### src/rtl/sirt_pkg.sv
`timescale 1ns / 1ps
package sirt_pkg;

    localparam int VALUE_BITS = 32;
    localparam int MAX_RADIX  = 32;
    localparam int RADIX_W    = 6;
    localparam int DIGIT_W    = 5;
    localparam int MAX_DIGITS = 32;
    localparam int DPTR_W     = 5;
    localparam int CH_W       = 8;
    localparam int RECIP_W    = 32;
    localparam int CFG_W      = 64;
    localparam int CFG_IDX_W  = 3;
    localparam int QUEUE_DEPTH = 2;
    localparam int QPTR_W     = 1;
    localparam int QCNT_W     = 2;

    localparam logic [CH_W-1:0] MINUS_CHAR = 8'h2D;

    // register indexes of the configuration port
    localparam logic [CFG_IDX_W-1:0] CFG_RADIX     = 3'd0;
    localparam logic [CFG_IDX_W-1:0] CFG_SYM_0_7   = 3'd1;
    localparam logic [CFG_IDX_W-1:0] CFG_SYM_8_15  = 3'd2;
    localparam logic [CFG_IDX_W-1:0] CFG_SYM_16_23 = 3'd3;
    localparam logic [CFG_IDX_W-1:0] CFG_SYM_24_31 = 3'd4;

    localparam logic [63:0] TWO_POW_32 = 64'h1_0000_0000;

    // one classified number waiting for conversion
    typedef struct packed {
        logic                  neg;
        logic [VALUE_BITS-1:0] mag;
    } item_t;

    typedef logic [MAX_DIGITS-1:0][CH_W-1:0] alphabet_t;

    typedef enum logic [2:0] {
        B_IDLE,
        B_MUL,
        B_DIV,
        B_SIGN,
        B_EMIT
    } back_state_t;

    // floor(2^32 / r); the quotient estimate from it is low by at most one
    function automatic logic [RECIP_W-1:0] recip_of(input logic [RADIX_W-1:0] r);
        case (r)
            6'd3:  recip_of = 32'(TWO_POW_32 / 64'd3);
            6'd4:  recip_of = 32'(TWO_POW_32 / 64'd4);
            6'd5:  recip_of = 32'(TWO_POW_32 / 64'd5);
            6'd6:  recip_of = 32'(TWO_POW_32 / 64'd6);
            6'd7:  recip_of = 32'(TWO_POW_32 / 64'd7);
            6'd8:  recip_of = 32'(TWO_POW_32 / 64'd8);
            6'd9:  recip_of = 32'(TWO_POW_32 / 64'd9);
            6'd10: recip_of = 32'(TWO_POW_32 / 64'd10);
            6'd11: recip_of = 32'(TWO_POW_32 / 64'd11);
            6'd12: recip_of = 32'(TWO_POW_32 / 64'd12);
            6'd13: recip_of = 32'(TWO_POW_32 / 64'd13);
            6'd14: recip_of = 32'(TWO_POW_32 / 64'd14);
            6'd15: recip_of = 32'(TWO_POW_32 / 64'd15);
            6'd16: recip_of = 32'(TWO_POW_32 / 64'd16);
            6'd17: recip_of = 32'(TWO_POW_32 / 64'd17);
            6'd18: recip_of = 32'(TWO_POW_32 / 64'd18);
            6'd19: recip_of = 32'(TWO_POW_32 / 64'd19);
            6'd20: recip_of = 32'(TWO_POW_32 / 64'd20);
            6'd21: recip_of = 32'(TWO_POW_32 / 64'd21);
            6'd22: recip_of = 32'(TWO_POW_32 / 64'd22);
            6'd23: recip_of = 32'(TWO_POW_32 / 64'd23);
            6'd24: recip_of = 32'(TWO_POW_32 / 64'd24);
            6'd25: recip_of = 32'(TWO_POW_32 / 64'd25);
            6'd26: recip_of = 32'(TWO_POW_32 / 64'd26);
            6'd27: recip_of = 32'(TWO_POW_32 / 64'd27);
            6'd28: recip_of = 32'(TWO_POW_32 / 64'd28);
            6'd29: recip_of = 32'(TWO_POW_32 / 64'd29);
            6'd30: recip_of = 32'(TWO_POW_32 / 64'd30);
            6'd31: recip_of = 32'(TWO_POW_32 / 64'd31);
            6'd32: recip_of = 32'(TWO_POW_32 / 64'd32);
            default: recip_of = 32'(TWO_POW_32 / 64'd2);
        endcase
    endfunction

endpackage

### src/rtl/sirt_front.sv
`timescale 1ns / 1ps
module sirt_front
    import sirt_pkg::*;
(
    input  logic                         s_tvalid,
    output logic                         s_tready,
    input  logic signed [VALUE_BITS-1:0] s_tdata,  // value
    input  logic                         q_full,
    output logic                         q_push,
    output item_t                        q_item
);

    logic [VALUE_BITS-1:0] raw;

    assign raw      = VALUE_BITS'(s_tdata);
    assign s_tready = !q_full;
    assign q_push   = s_tvalid && !q_full;

    // magnitude of the most negative value still fits unsigned
    always_comb begin
        q_item.neg = raw[VALUE_BITS-1];
        q_item.mag = raw[VALUE_BITS-1] ? VALUE_BITS'(~raw + 1'b1) : raw;
    end

endmodule

### src/rtl/sirt_queue.sv
`timescale 1ns / 1ps
module sirt_queue
    import sirt_pkg::*;
(
    input  logic  aclk,
    input  logic  aresetn,
    input  logic  push,
    input  item_t push_item,
    output logic  full,
    input  logic  pop,
    output item_t pop_item,
    output logic  empty
);

    item_t             entry_reg [QUEUE_DEPTH];
    logic [QPTR_W-1:0] wptr_reg;
    logic [QPTR_W-1:0] rptr_reg;
    logic [QCNT_W-1:0] cnt_reg;
    logic [QCNT_W-1:0] cnt_next;

    assign full     = (cnt_reg == QCNT_W'(QUEUE_DEPTH));
    assign empty    = (cnt_reg == '0);
    assign pop_item = entry_reg[rptr_reg];

    always_comb begin
        cnt_next = cnt_reg;
        if (push && !pop) begin
            cnt_next = cnt_reg + 1'b1;
        end else if (pop && !push) begin
            cnt_next = cnt_reg - 1'b1;
        end
    end

    always_ff @(posedge aclk) begin
        if (!aresetn) begin
            wptr_reg <= '0;
            rptr_reg <= '0;
            cnt_reg  <= '0;
        end else begin
            cnt_reg <= cnt_next;
            if (push) begin
                wptr_reg <= wptr_reg + 1'b1;
            end
            if (pop) begin
                rptr_reg <= rptr_reg + 1'b1;
            end
        end
    end

    always_ff @(posedge aclk) begin
        if (push) begin
            entry_reg[wptr_reg] <= push_item;
        end
    end

endmodule

### src/rtl/sirt_back.sv
`timescale 1ns / 1ps
module sirt_back
    import sirt_pkg::*;
(
    input  logic               aclk,
    input  logic               aresetn,
    input  logic [RADIX_W-1:0] radix,
    input  alphabet_t          alphabet,
    input  logic               q_empty,
    input  item_t              q_item,
    output logic               q_pop,
    output logic               m_tvalid,
    input  logic               m_tready,
    output logic [CH_W-1:0]    m_tdata,  // ch
    output logic               m_tlast
);

    back_state_t state_reg;
    back_state_t state_next;

    logic [VALUE_BITS-1:0]   mag_reg;
    logic                    neg_reg;
    logic [RADIX_W-1:0]      div_reg;
    logic [RECIP_W-1:0]      recip_reg;
    logic [2*VALUE_BITS-1:0] prod_reg;
    logic [DPTR_W-1:0]       wptr_reg;
    logic [DPTR_W-1:0]       rptr_reg;
    logic [DIGIT_W-1:0]      digit_mem [MAX_DIGITS];

    logic              m_tvalid_reg;
    logic [CH_W-1:0]   ch_reg;
    logic              last_reg;

    logic [RADIX_W-1:0] eff_radix;

    logic [VALUE_BITS-1:0]         q_est;
    logic [VALUE_BITS+RADIX_W-1:0] qd;
    logic [VALUE_BITS+RADIX_W-1:0] rem_wide;
    logic [RADIX_W:0]              rem;
    logic [VALUE_BITS-1:0]         q_fix;
    logic [DIGIT_W-1:0]            digit;
    logic                          div_done;

    logic              out_free;
    logic              load_item;
    logic              mul_en;
    logic              div_en;
    logic              out_load;
    logic [CH_W-1:0]   ch_next;
    logic              last_next;

    always_comb begin
        if (radix < RADIX_W'(2)) begin
            eff_radix = RADIX_W'(2);
        end else if (radix > RADIX_W'(MAX_RADIX)) begin
            eff_radix = RADIX_W'(MAX_RADIX);
        end else begin
            eff_radix = radix;
        end
    end

    // quotient estimate, then one correction step
    always_comb begin
        q_est    = prod_reg[2*VALUE_BITS-1:VALUE_BITS];
        qd       = (VALUE_BITS+RADIX_W)'(q_est) * (VALUE_BITS+RADIX_W)'(div_reg);
        rem_wide = (VALUE_BITS+RADIX_W)'(mag_reg) - qd;
        rem      = rem_wide[RADIX_W:0];
        if (rem >= {1'b0, div_reg}) begin
            q_fix = q_est + 1'b1;
            digit = DIGIT_W'(rem - {1'b0, div_reg});
        end else begin
            q_fix = q_est;
            digit = rem[DIGIT_W-1:0];
        end
        div_done = (q_fix == '0) || (wptr_reg == DPTR_W'(MAX_DIGITS - 1));
    end

    assign out_free = !m_tvalid_reg || m_tready;

    always_comb begin
        state_next = state_reg;
        case (state_reg)
            B_IDLE: begin
                if (!q_empty) begin
                    state_next = B_MUL;
                end
            end
            B_MUL: begin
                state_next = B_DIV;
            end
            B_DIV: begin
                if (div_done) begin
                    state_next = neg_reg ? B_SIGN : B_EMIT;
                end else begin
                    state_next = B_MUL;
                end
            end
            B_SIGN: begin
                if (out_free) begin
                    state_next = B_EMIT;
                end
            end
            B_EMIT: begin
                if (out_free && (rptr_reg == '0)) begin
                    state_next = B_IDLE;
                end
            end
            default: begin
                state_next = B_IDLE;
            end
        endcase
    end

    always_comb begin
        load_item = 1'b0;
        mul_en    = 1'b0;
        div_en    = 1'b0;
        out_load  = 1'b0;
        ch_next   = MINUS_CHAR;
        last_next = 1'b0;
        case (state_reg)
            B_IDLE: begin
                load_item = !q_empty;
            end
            B_MUL: begin
                mul_en = 1'b1;
            end
            B_DIV: begin
                div_en = 1'b1;
            end
            B_SIGN: begin
                out_load = out_free;
            end
            B_EMIT: begin
                out_load  = out_free;
                ch_next   = alphabet[digit_mem[rptr_reg]];
                last_next = (rptr_reg == '0);
            end
            default: begin
                load_item = 1'b0;
            end
        endcase
    end

    assign q_pop = load_item;

    always_ff @(posedge aclk) begin
        if (!aresetn) begin
            state_reg    <= B_IDLE;
            wptr_reg     <= '0;
            rptr_reg     <= '0;
            m_tvalid_reg <= 1'b0;
        end else begin
            state_reg <= state_next;
            if (load_item) begin
                wptr_reg <= '0;
            end else if (div_en) begin
                wptr_reg <= wptr_reg + 1'b1;
            end
            if (div_en) begin
                rptr_reg <= wptr_reg;
            end else if (out_load && (state_reg == B_EMIT)) begin
                rptr_reg <= rptr_reg - 1'b1;
            end
            if (out_load) begin
                m_tvalid_reg <= 1'b1;
            end else if (m_tready) begin
                m_tvalid_reg <= 1'b0;
            end
        end
    end

    always_ff @(posedge aclk) begin
        if (load_item) begin
            mag_reg   <= q_item.mag;
            neg_reg   <= q_item.neg;
            div_reg   <= eff_radix;
            recip_reg <= recip_of(eff_radix);
        end else if (div_en) begin
            mag_reg <= q_fix;
        end
        if (mul_en) begin
            prod_reg <= (2*VALUE_BITS)'(mag_reg) * (2*VALUE_BITS)'(recip_reg);
        end
        if (div_en) begin
            digit_mem[wptr_reg] <= digit;
        end
        if (out_load) begin
            ch_reg   <= ch_next;
            last_reg <= last_next;
        end
    end

    assign m_tvalid = m_tvalid_reg;
    assign m_tdata  = ch_reg;
    assign m_tlast  = last_reg;

endmodule

### src/rtl/signed_int_to_radix_text_unit.sv
`timescale 1ns / 1ps
// Converts each signed 32-bit value into its text in the configured radix and sends
// it out one character per transfer, most significant digit first, with a leading
// minus sign for negative values (the most negative value converts correctly) and
// m_tlast on the final digit; zero gives a single digit-0 symbol. The radix register
// is clamped to 2..32, and digit d is sent as byte d of the 32-byte alphabet held in
// the four symbol registers (all zero after reset). For each digit the divider first
// does a 32x32 multiply by the stored reciprocal of the radix, then a back-multiply
// with one correction step. Characters are then read out of the digit buffer one per
// cycle into the output register, as long as it is free. A two-entry queue sits
// between the input classifier and the converter, so up to two further values are
// taken while one is converted. The output register holds a character until it is
// taken; while it waits the read-out stalls. Configuration must be written only while
// the unit is idle; the unit itself does not enforce this.
module signed_int_to_radix_text_unit
    import sirt_pkg::*;
(
    input  logic                         aclk,
    input  logic                         aresetn,
    // configuration write port
    input  logic                         cfg_we,
    input  logic [CFG_IDX_W-1:0]         cfg_addr,
    input  logic [CFG_W-1:0]             cfg_wdata,
    // input stream
    input  logic                         s_tvalid,
    output logic                         s_tready,
    input  logic signed [VALUE_BITS-1:0] s_tdata,   // [31:0] value
    // character stream
    output logic                         m_tvalid,
    input  logic                         m_tready,
    output logic [CH_W-1:0]              m_tdata,   // [7:0] ch
    output logic                         m_tlast
);

    logic [RADIX_W-1:0] radix_reg;
    logic [CFG_W-1:0]   sym0_reg;
    logic [CFG_W-1:0]   sym1_reg;
    logic [CFG_W-1:0]   sym2_reg;
    logic [CFG_W-1:0]   sym3_reg;
    alphabet_t          alphabet;

    logic  q_full;
    logic  q_empty;
    logic  q_push;
    logic  q_pop;
    item_t push_item;
    item_t pop_item;

    // configuration registers; writes to unused indexes are dropped
    always_ff @(posedge aclk) begin
        if (!aresetn) begin
            radix_reg <= RADIX_W'(10);
            sym0_reg  <= '0;
            sym1_reg  <= '0;
            sym2_reg  <= '0;
            sym3_reg  <= '0;
        end else if (cfg_we) begin
            case (cfg_addr)
                CFG_RADIX:     radix_reg <= cfg_wdata[RADIX_W-1:0];
                CFG_SYM_0_7:   sym0_reg  <= cfg_wdata;
                CFG_SYM_8_15:  sym1_reg  <= cfg_wdata;
                CFG_SYM_16_23: sym2_reg  <= cfg_wdata;
                CFG_SYM_24_31: sym3_reg  <= cfg_wdata;
                default: begin
                    radix_reg <= radix_reg;
                end
            endcase
        end
    end

    // byte i of the concatenation is the symbol for digit i
    assign alphabet = alphabet_t'({sym3_reg, sym2_reg, sym1_reg, sym0_reg});

    // front: sign/magnitude split and queue write
    sirt_front u_front (
        .s_tvalid (s_tvalid),
        .s_tready (s_tready),
        .s_tdata  (s_tdata),
        .q_full   (q_full),
        .q_push   (q_push),
        .q_item   (push_item)
    );

    sirt_queue u_queue (
        .aclk      (aclk),
        .aresetn   (aresetn),
        .push      (q_push),
        .push_item (push_item),
        .full      (q_full),
        .pop       (q_pop),
        .pop_item  (pop_item),
        .empty     (q_empty)
    );

    // back: digit extraction and character output
    sirt_back u_back (
        .aclk     (aclk),
        .aresetn  (aresetn),
        .radix    (radix_reg),
        .alphabet (alphabet),
        .q_empty  (q_empty),
        .q_item   (pop_item),
        .q_pop    (q_pop),
        .m_tvalid (m_tvalid),
        .m_tready (m_tready),
        .m_tdata  (m_tdata),
        .m_tlast  (m_tlast)
    );

endmodule
### config.mk
export PLATFORM = sky130hd
export DESIGN_NAME = signed_int_to_radix_text_unit
export DESIGN_NICKNAME = d
export VERILOG_FILES = /design/src/rtl/sirt_pkg.sv /design/src/rtl/sirt_front.sv /design/src/rtl/sirt_queue.sv /design/src/rtl/sirt_back.sv /design/src/rtl/signed_int_to_radix_text_unit.sv
export SDC_FILE = /design/constraint.sdc
export NUM_CORES = 2
export LEC_CHECK = 0
export BUFFER_PORTS_ARGS = -buffer_cell sky130_fd_sc_hd__buf_2
export CORE_UTILIZATION = 40
export CTS_CLUSTER_DIAMETER = 120
export CTS_CLUSTER_SIZE = 12
export DETAILED_ROUTE_END_ITERATION = 10
export HOLD_SLACK_MARGIN = 0.06
export RECOVER_POWER = 50
export REMOVE_ABC_BUFFERS = 1
export SETUP_SLACK_MARGIN = 0.1
export SLEW_MARGIN = 10
export SYNTH_ARGS = -nofsm -noshare
export SYNTH_HDL_FRONTEND = slang
export SYNTH_SLANG_ARGS = --single-unit
### constraint.sdc
create_clock -name aclk -period 7.34 [get_ports aclk]
set_input_delay 0.734 -clock aclk [delete_from_list [all_inputs] [get_ports aclk]]
set_output_delay 0.734 -clock aclk [all_outputs]
set_load 0.03 [all_outputs]
### Word-level counts from Yosys, hierarchy flattened

Memories as Yosys holds them, arrays and structs flattened. A register that Yosys moved wholly into a read port is not among the register bits.
Cells that the tools add are included.

| storage, ports and cells | value |
|---|---|
| input bits | 104 |
| ROM bits | 2048 |
| memories kept | 3 |
| output and inout bits | 11 |
| RAM bits | 226 |
| register bits after elaboration | 392 |

| cells by class | value |
|---|---|
| mux-type cells | 33 |
| multipliers | 2 |
| magnitude comparators | 4 |
| reduce and logical (&&, ||, !) cells | 29 |
| equality and inequality tests | 13 |
| add/subtract/negate cells | 10 |
| bitwise operators | 2 |

Memories:

| memory | words | width | read ports | clocked after memory_dff | write ports | line | RTL |
|---|---|---|---|---|---|---|---|
| (name not given) | 64 | 32 | 1 | 1 | 0 | sirt_pkg.sv:47 | `case (r)` |
| u_back.digit_mem | 32 | 5 | 1 | 1 | 1 | sirt_back.sv:28 | `logic [DIGIT_W-1:0] digit_mem [MAX_DIGITS];` |
| u_queue.entry_reg | 2 | 33 | 1 | 1 | 1 | sirt_queue.sv:15 | `item_t entry_reg [QUEUE_DEPTH];` |

Operators by type and width:

| cell | number |
|---|---|
| $mux W32 | 4 |
| $add A32 B1 Y32 const B | 2 |
| $mul A32 B32 Y64 | 1 |
| $bmux W8 S5 | 1 |
| $logic_not A32 Y1 | 1 |
| $mul A32 B6 Y7 | 1 |
| $not A32 Y32 | 1 |
| $mux W5 | 5 |
| $mux W3 | 5 |
| $pmux W3 S5 | 1 |
| $eq A3 B2 Y1 const B | 4 |
| $mux W1 | 12 |
| $mux W6 | 2 |
| $reduce_and A2 Y1 | 5 |
| $mux W8 | 1 |
| $reduce_bool A2 Y1 | 4 |
| $ge A7 B6 Y1 | 1 |
| $sub A7 B7 Y7 | 1 |
| $eq A3 B1 Y1 const B | 2 |
| $eq A3 B3 Y1 const B | 2 |
| $gt A6 B6 Y1 const B | 1 |
| $logic_not A3 Y1 | 2 |
| $lt A5 B6 Y1 const B | 1 |
| $lt A6 B2 Y1 const B | 1 |
| 19 further kinds | 32 |

### Logic depth before layout (Yosys ltp)

| depth | value |
|---|---|
| depth after elaboration | 8 |
| depth in mapped cells | 31 |

### By module

From an unflattened synthesis, not the netlist that was laid out.

| second synthesis, totals | value |
|---|---|
| cells, all modules | 5884 |
| area, all modules | 61522.8 sq um |

By module, submodules not included:

| module | area an instance (sq um) | instances | seq. area each (sq um) | cells an instance |
|---|---|---|---|---|
| sirt_back | 48541.6 | 1 | 8548.2 | 4736 |
| signed_int_to_radix_text_unit | 9666.8 | 1 | 5245.0 | 921 |
| sirt_queue | 2592.5 | 1 | 2082.0 | 125 |
| sirt_front | 721.9 | 1 | 0.0 | 102 |

### Worst setup path after synthesis

OpenSTA, ideal clock, no wires.

| path | value |
|---|---|
| kind | reg2reg |
| start point | reg u_back.mag_reg[16] |
| end point | reg u_back.prod_reg[63] (data pin) |
| arrival | 7.072 ns |
| stages on the path, launching flop included | 26 |
| buffers on the path | 1 |
| library setup time | 0.260 ns |
| slack | 0.008 ns |
| clock period less this slack | 7.332 ns |
| data required time | 7.080 ns |
| cells stage by stage | edfxtp_1 -> clkbuf_1 -> and2_1 -> fa_1 -> fa_1 -> inv_1 -> fa_1 -> fa_1 -> inv_1 -> fa_1 -> fa_1 -> fa_1 -> fa_1 -> ha_1 -> a21o_1 -> a211oi_1 -> o21ai_0 -> a21o_1 -> a21oi_1 -> a21boi_0 -> o211ai_1 -> a21oi_1 -> o2111ai_1 -> a31oi_1 -> a221o_1 -> xnor2_1 |

| on the way | value |
|---|---|
| cells in the longest elaborated chain, start to end | 1 |

RTL lines:

| element | line | RTL |
|---|---|---|
| start: declaration | sirt_back.sv:21 | `logic [VALUE_BITS-1:0] mag_reg;` |
| start signal: assignment | sirt_back.sv:175 | `mag_reg <= q_item.mag;` |
| start signal: assignment | sirt_back.sv:180 | `mag_reg <= q_fix;` |
| $mul A32 B32 Y64 | sirt_back.sv:183 | `prod_reg <= (2*VALUE_BITS)'(mag_reg) * (2*VALUE_BITS)'(recip_reg);` |
| end signal: assignment | sirt_back.sv:183 |  |
| end: declaration | sirt_back.sv:25 | `logic [2*VALUE_BITS-1:0] prod_reg;` |

Every way passes these cells.
A chain may end at the register's enable or synchronous reset.

### Final worst setup path

| path | value |
|---|---|
| start point | reg u_back.mag_reg[15] |
| end point | reg u_back.prod_reg[63] (data pin) |

The elaborated chain is that of the path after synthesis.

==> run summary <==
The run gives 115 as the top-level I/O count. For the final database, setup skew stands at 0.0324 ns. The minimum period implied by the final worst setup slack is 8.03 ns. The tools report the clock tree root buffer cell as sky130_fd_sc_hd__clkbuf_16. The overall die width is 391 um.

The register with the most flip-flops in the layout has 160 of them. In this run the most used layer during global routing was met2. The residual DRC count was 0; the final number of hold-violating endpoints was 0.

The predominant post-synthesis flop cell was sky130_fd_sc_hd__edfxtp_1. The run finished, with violations left. Before antenna repair, the detailed router went through 6 iterations. The unique cell type count in the Yosys netlist was 80. At the later pin of the worst-skew pair, clock insertion delay measures 0.66 ns.

The tightest min-delay check is of the primary input to flop type. The critical path in this run is classified as flop to flop. The first-pass GRT wire length was 265000 um. The largest incremental delay on the critical path was 0.57 ns; the number of H-tree levels was 2. The tools report the net total in the final layout as 7683.

In this run the tool buffered the top-level ports with 114 buffer cells. The final reports fail on max-capacitance violations, max-slew violations, negative setup slack. The met2 track demand over resource in global routing is 0.365, and the vertical die dimension is 391 um. In this run the mean area of a mapped cell was 9.88 um^2. Remaining max-slew budget at the tightest pin: -2.17.

The placed instance count was 8268; the total track usage was 0.225. By area the synthesized netlist is led by sky130_fd_sc_hd__fa_1 30%, sky130_fd_sc_hd__edfxtp_1 17%, sky130_fd_sc_hd__dfxtp_1 9.4%. For flop-to-flop paths, the worst setup slack is -0.69 ns.

Routability-driven placement finished with a final weighted congestion of 0.921. The largest total area in the synthesized netlist belongs to sky130_fd_sc_hd__fa_1. Counting every sink on the clock net gives 624. Counting every instance in the synthesized netlist gives 6139. Sorting the synthesized cells by how often they occur yields 1038 x sky130_fd_sc_hd__nand2_1, 934 x sky130_fd_sc_hd__inv_1, 907 x sky130_fd_sc_hd__fa_1.

The routed design has 169000 um of wire. The starting density of the core came out at 0.404. The slowest stage of the critical path is the sky130_fd_sc_hd__fa_1 cell. The register bit total from synthesis is 624. The synthesized design contains 338 enable-type register cells. The core area was 150000 um^2; the minimum hold slack was 0.350 ns. The HPWL after detailed placement is 130000 um, and the final worst-path cycle share is 1.09. The fraction of final layout cells sized beyond drive strength 1 is 0.133, and the met3 demand-to-capacity share in global routing is 0.0357. STA classifies the critical path startpoint as a flop. For the number of global-route vias before repair, the log shows 44.9k. Cell with the most instances after synthesis: sky130_fd_sc_hd__nand2_1.

The fraction of synthesis flops using an asynchronous set or reset pin came out at 0. Timing would allow up to 125 MHz. The part of the Yosys area used for sequential elements was 0.262; the max capacitance violation total was 13.

The number of buffer and inverter instances along the worst setup path is 5. The tools report the met1 usage in global routing as 0.312. Dividing the detail-routed via count by the number of cells gives 5.16. Setup violations remaining at the end of the flow were counted as 19. Final worst setup slack: -0.688 ns. STA puts the critical path data required time at 7.72 ns. The number of antenna violations at the first check in global routing is 19, and the area share of the largest cell type after synthesis is 0.299. The clock transition time at the flip-flop clock pins of the worst setup and hold paths works out to 0.07 ns. Row generation in the floorplan step produced 142 rows. STA puts the critical path data arrival time at 8.41 ns. Startpoint of the worst-slack reg-to-reg timing path: u_back.mag_reg[15]. Entering global routing, the biggest net connects 167 pins. The floorplan step defined a die boundary enclosing 153000 um^2.

The library cell appearing most often on the critical path is sky130_fd_sc_hd__fa_1. For this run, the number of Yosys warnings is 0. Launch point of the critical path: u_back.mag_reg[15]. TritonCTS built the clock tree. The run gives 3140 as the number of violations reported at the end of detailed-routing iteration 0. The longest clock path from root to sink contains 3 buffers. Setup repair after global routing could not meet its margin everywhere. The detail-routed net length per standard cell was 20.0 um. In this design, the largest share of critical-path delay is due to adder cells. Summed over all layers, the global routing overflow is 0.

The max-slew violation count is 805. Compared with the post-synthesis result, the final layout area differs by 13.6%. Detailed routing inserted a total of 43.5k vias. For the mapped cell area, the log shows 60700 um^2.

The worst hold path startpoint was cfg_wdata[12]. The worst setup path is captured at a flop. In this run the worst path has a maximum fanout of 11.

The slew of the pin with the lowest slew margin was 4.76 ns. The residual antenna-violating net count after detailed routing is 0, and the number of standard cells in the final layout excluding fillers is 8423. Clock tree synthesis inserted a total of 58 buffers.
==> worst reg2reg max path: cells and delay by family (launching register included) <==
kind,cells,cell delay [ns]
buf+inv,5,0.57
simple gates,1,0.17
compound gates,11,2.26
xor+xnor,1,0.12
flops,1,0.39
fa+ha+maj,9,4.26
==> metal layers <==
metal | share of wire | vias to the layer above
met5 | 0.0010 | -
met1 | 0.43 | 22138
met2 | 0.47 | 1308
li1 | - | 19737
met4 | 0.027 | 28
met3 | 0.069 | 246
==> path summary, 6_finish.rpt <==
kind | cells past startpoint | to
setup / recovery | 27 | u_back.prod_reg[63]
hold / removal | 3 | sym1_reg[12]
setup reg to reg | 27 | u_back.prod_reg[63]
hold reg to reg | 2 | sym2_reg[54]
==> layout make-up <==
cell class	instances	area [um^2]
Fill cell	14115	81200
Multi-Input combinational cell	4202	40600
Sequential cell	624	15900
Timing Repair Buffer	543	4680
Inverter	937	3520
Tap cell	2016	2520
Clock buffer	93	1600
Clock inverter	5	111
Antenna cell	3	7.51
==> cells by family (layout without fill, tap and decap cells) <==
family          after synthesis  count (layout)  synth area share
simple gates               1997            1997             0.157
buf+inv                    1313            1578            0.0820
fa+ha+maj                  1213            1213             0.362
flops                       624             624             0.262
compound gates              617             617            0.0604
mux                         241             241            0.0569
xor+xnor                    134             134            0.0197
other cells                   0               3                 0
==> placed cells by master (no fill, tap or decap), types with 83 or more instances in the layout <==
cell type,instances
sky130_fd_sc_hd__nand2_1,1035
sky130_fd_sc_hd__edfxtp_1,338
sky130_fd_sc_hd__ha_1,293
sky130_fd_sc_hd__dfxtp_1,284
sky130_fd_sc_hd__xnor2_1,94
sky130_fd_sc_hd__nor2_1,125
sky130_fd_sc_hd__mux4_2,83
sky130_fd_sc_hd__buf_4,309
sky130_fd_sc_hd__buf_2,96
sky130_fd_sc_hd__mux2i_1,152
sky130_fd_sc_hd__fa_1,873
sky130_fd_sc_hd__inv_1,915
sky130_fd_sc_hd__and2_1,613
sky130_fd_sc_hd__a21oi_1,335
==> metrics by stage <==
| step | setup TNS [ns] | cell area (um^2) | utilization | setup slack [ns] |
|---|---|---|---|---|
| floorplan | -51.38 | 59200 | - | -6.44 |
| global placement | -9.04 | 66000 | 0.439 | -0.802 |
| detailed placement | -9.41 | 66000 | 0.439 | -0.814 |
| CTS | -6.46 | 68400 | 0.456 | -0.545 |
| global route | -14.67 | 68900 | 0.459 | -0.942 |
| finish | -8.33 | 68900 | 0.459 | -0.688 |
==> what timing repair did <==
| item | in CTS | in global routing |
|---|---|---|
| gates cloned | 2 | 2 |
| pin swaps | 94 | 103 |
| resized for setup | 121 | 115 |
| hold buffers | 0 | 0 |
| buffers inserted | 43 | 22 |
| setup endpoints to repair | 26 | 31 |
Power is left out: the tool's default activity adds up to more than one toggle a clock period on the data nets, which glitch-free logic cannot reach.
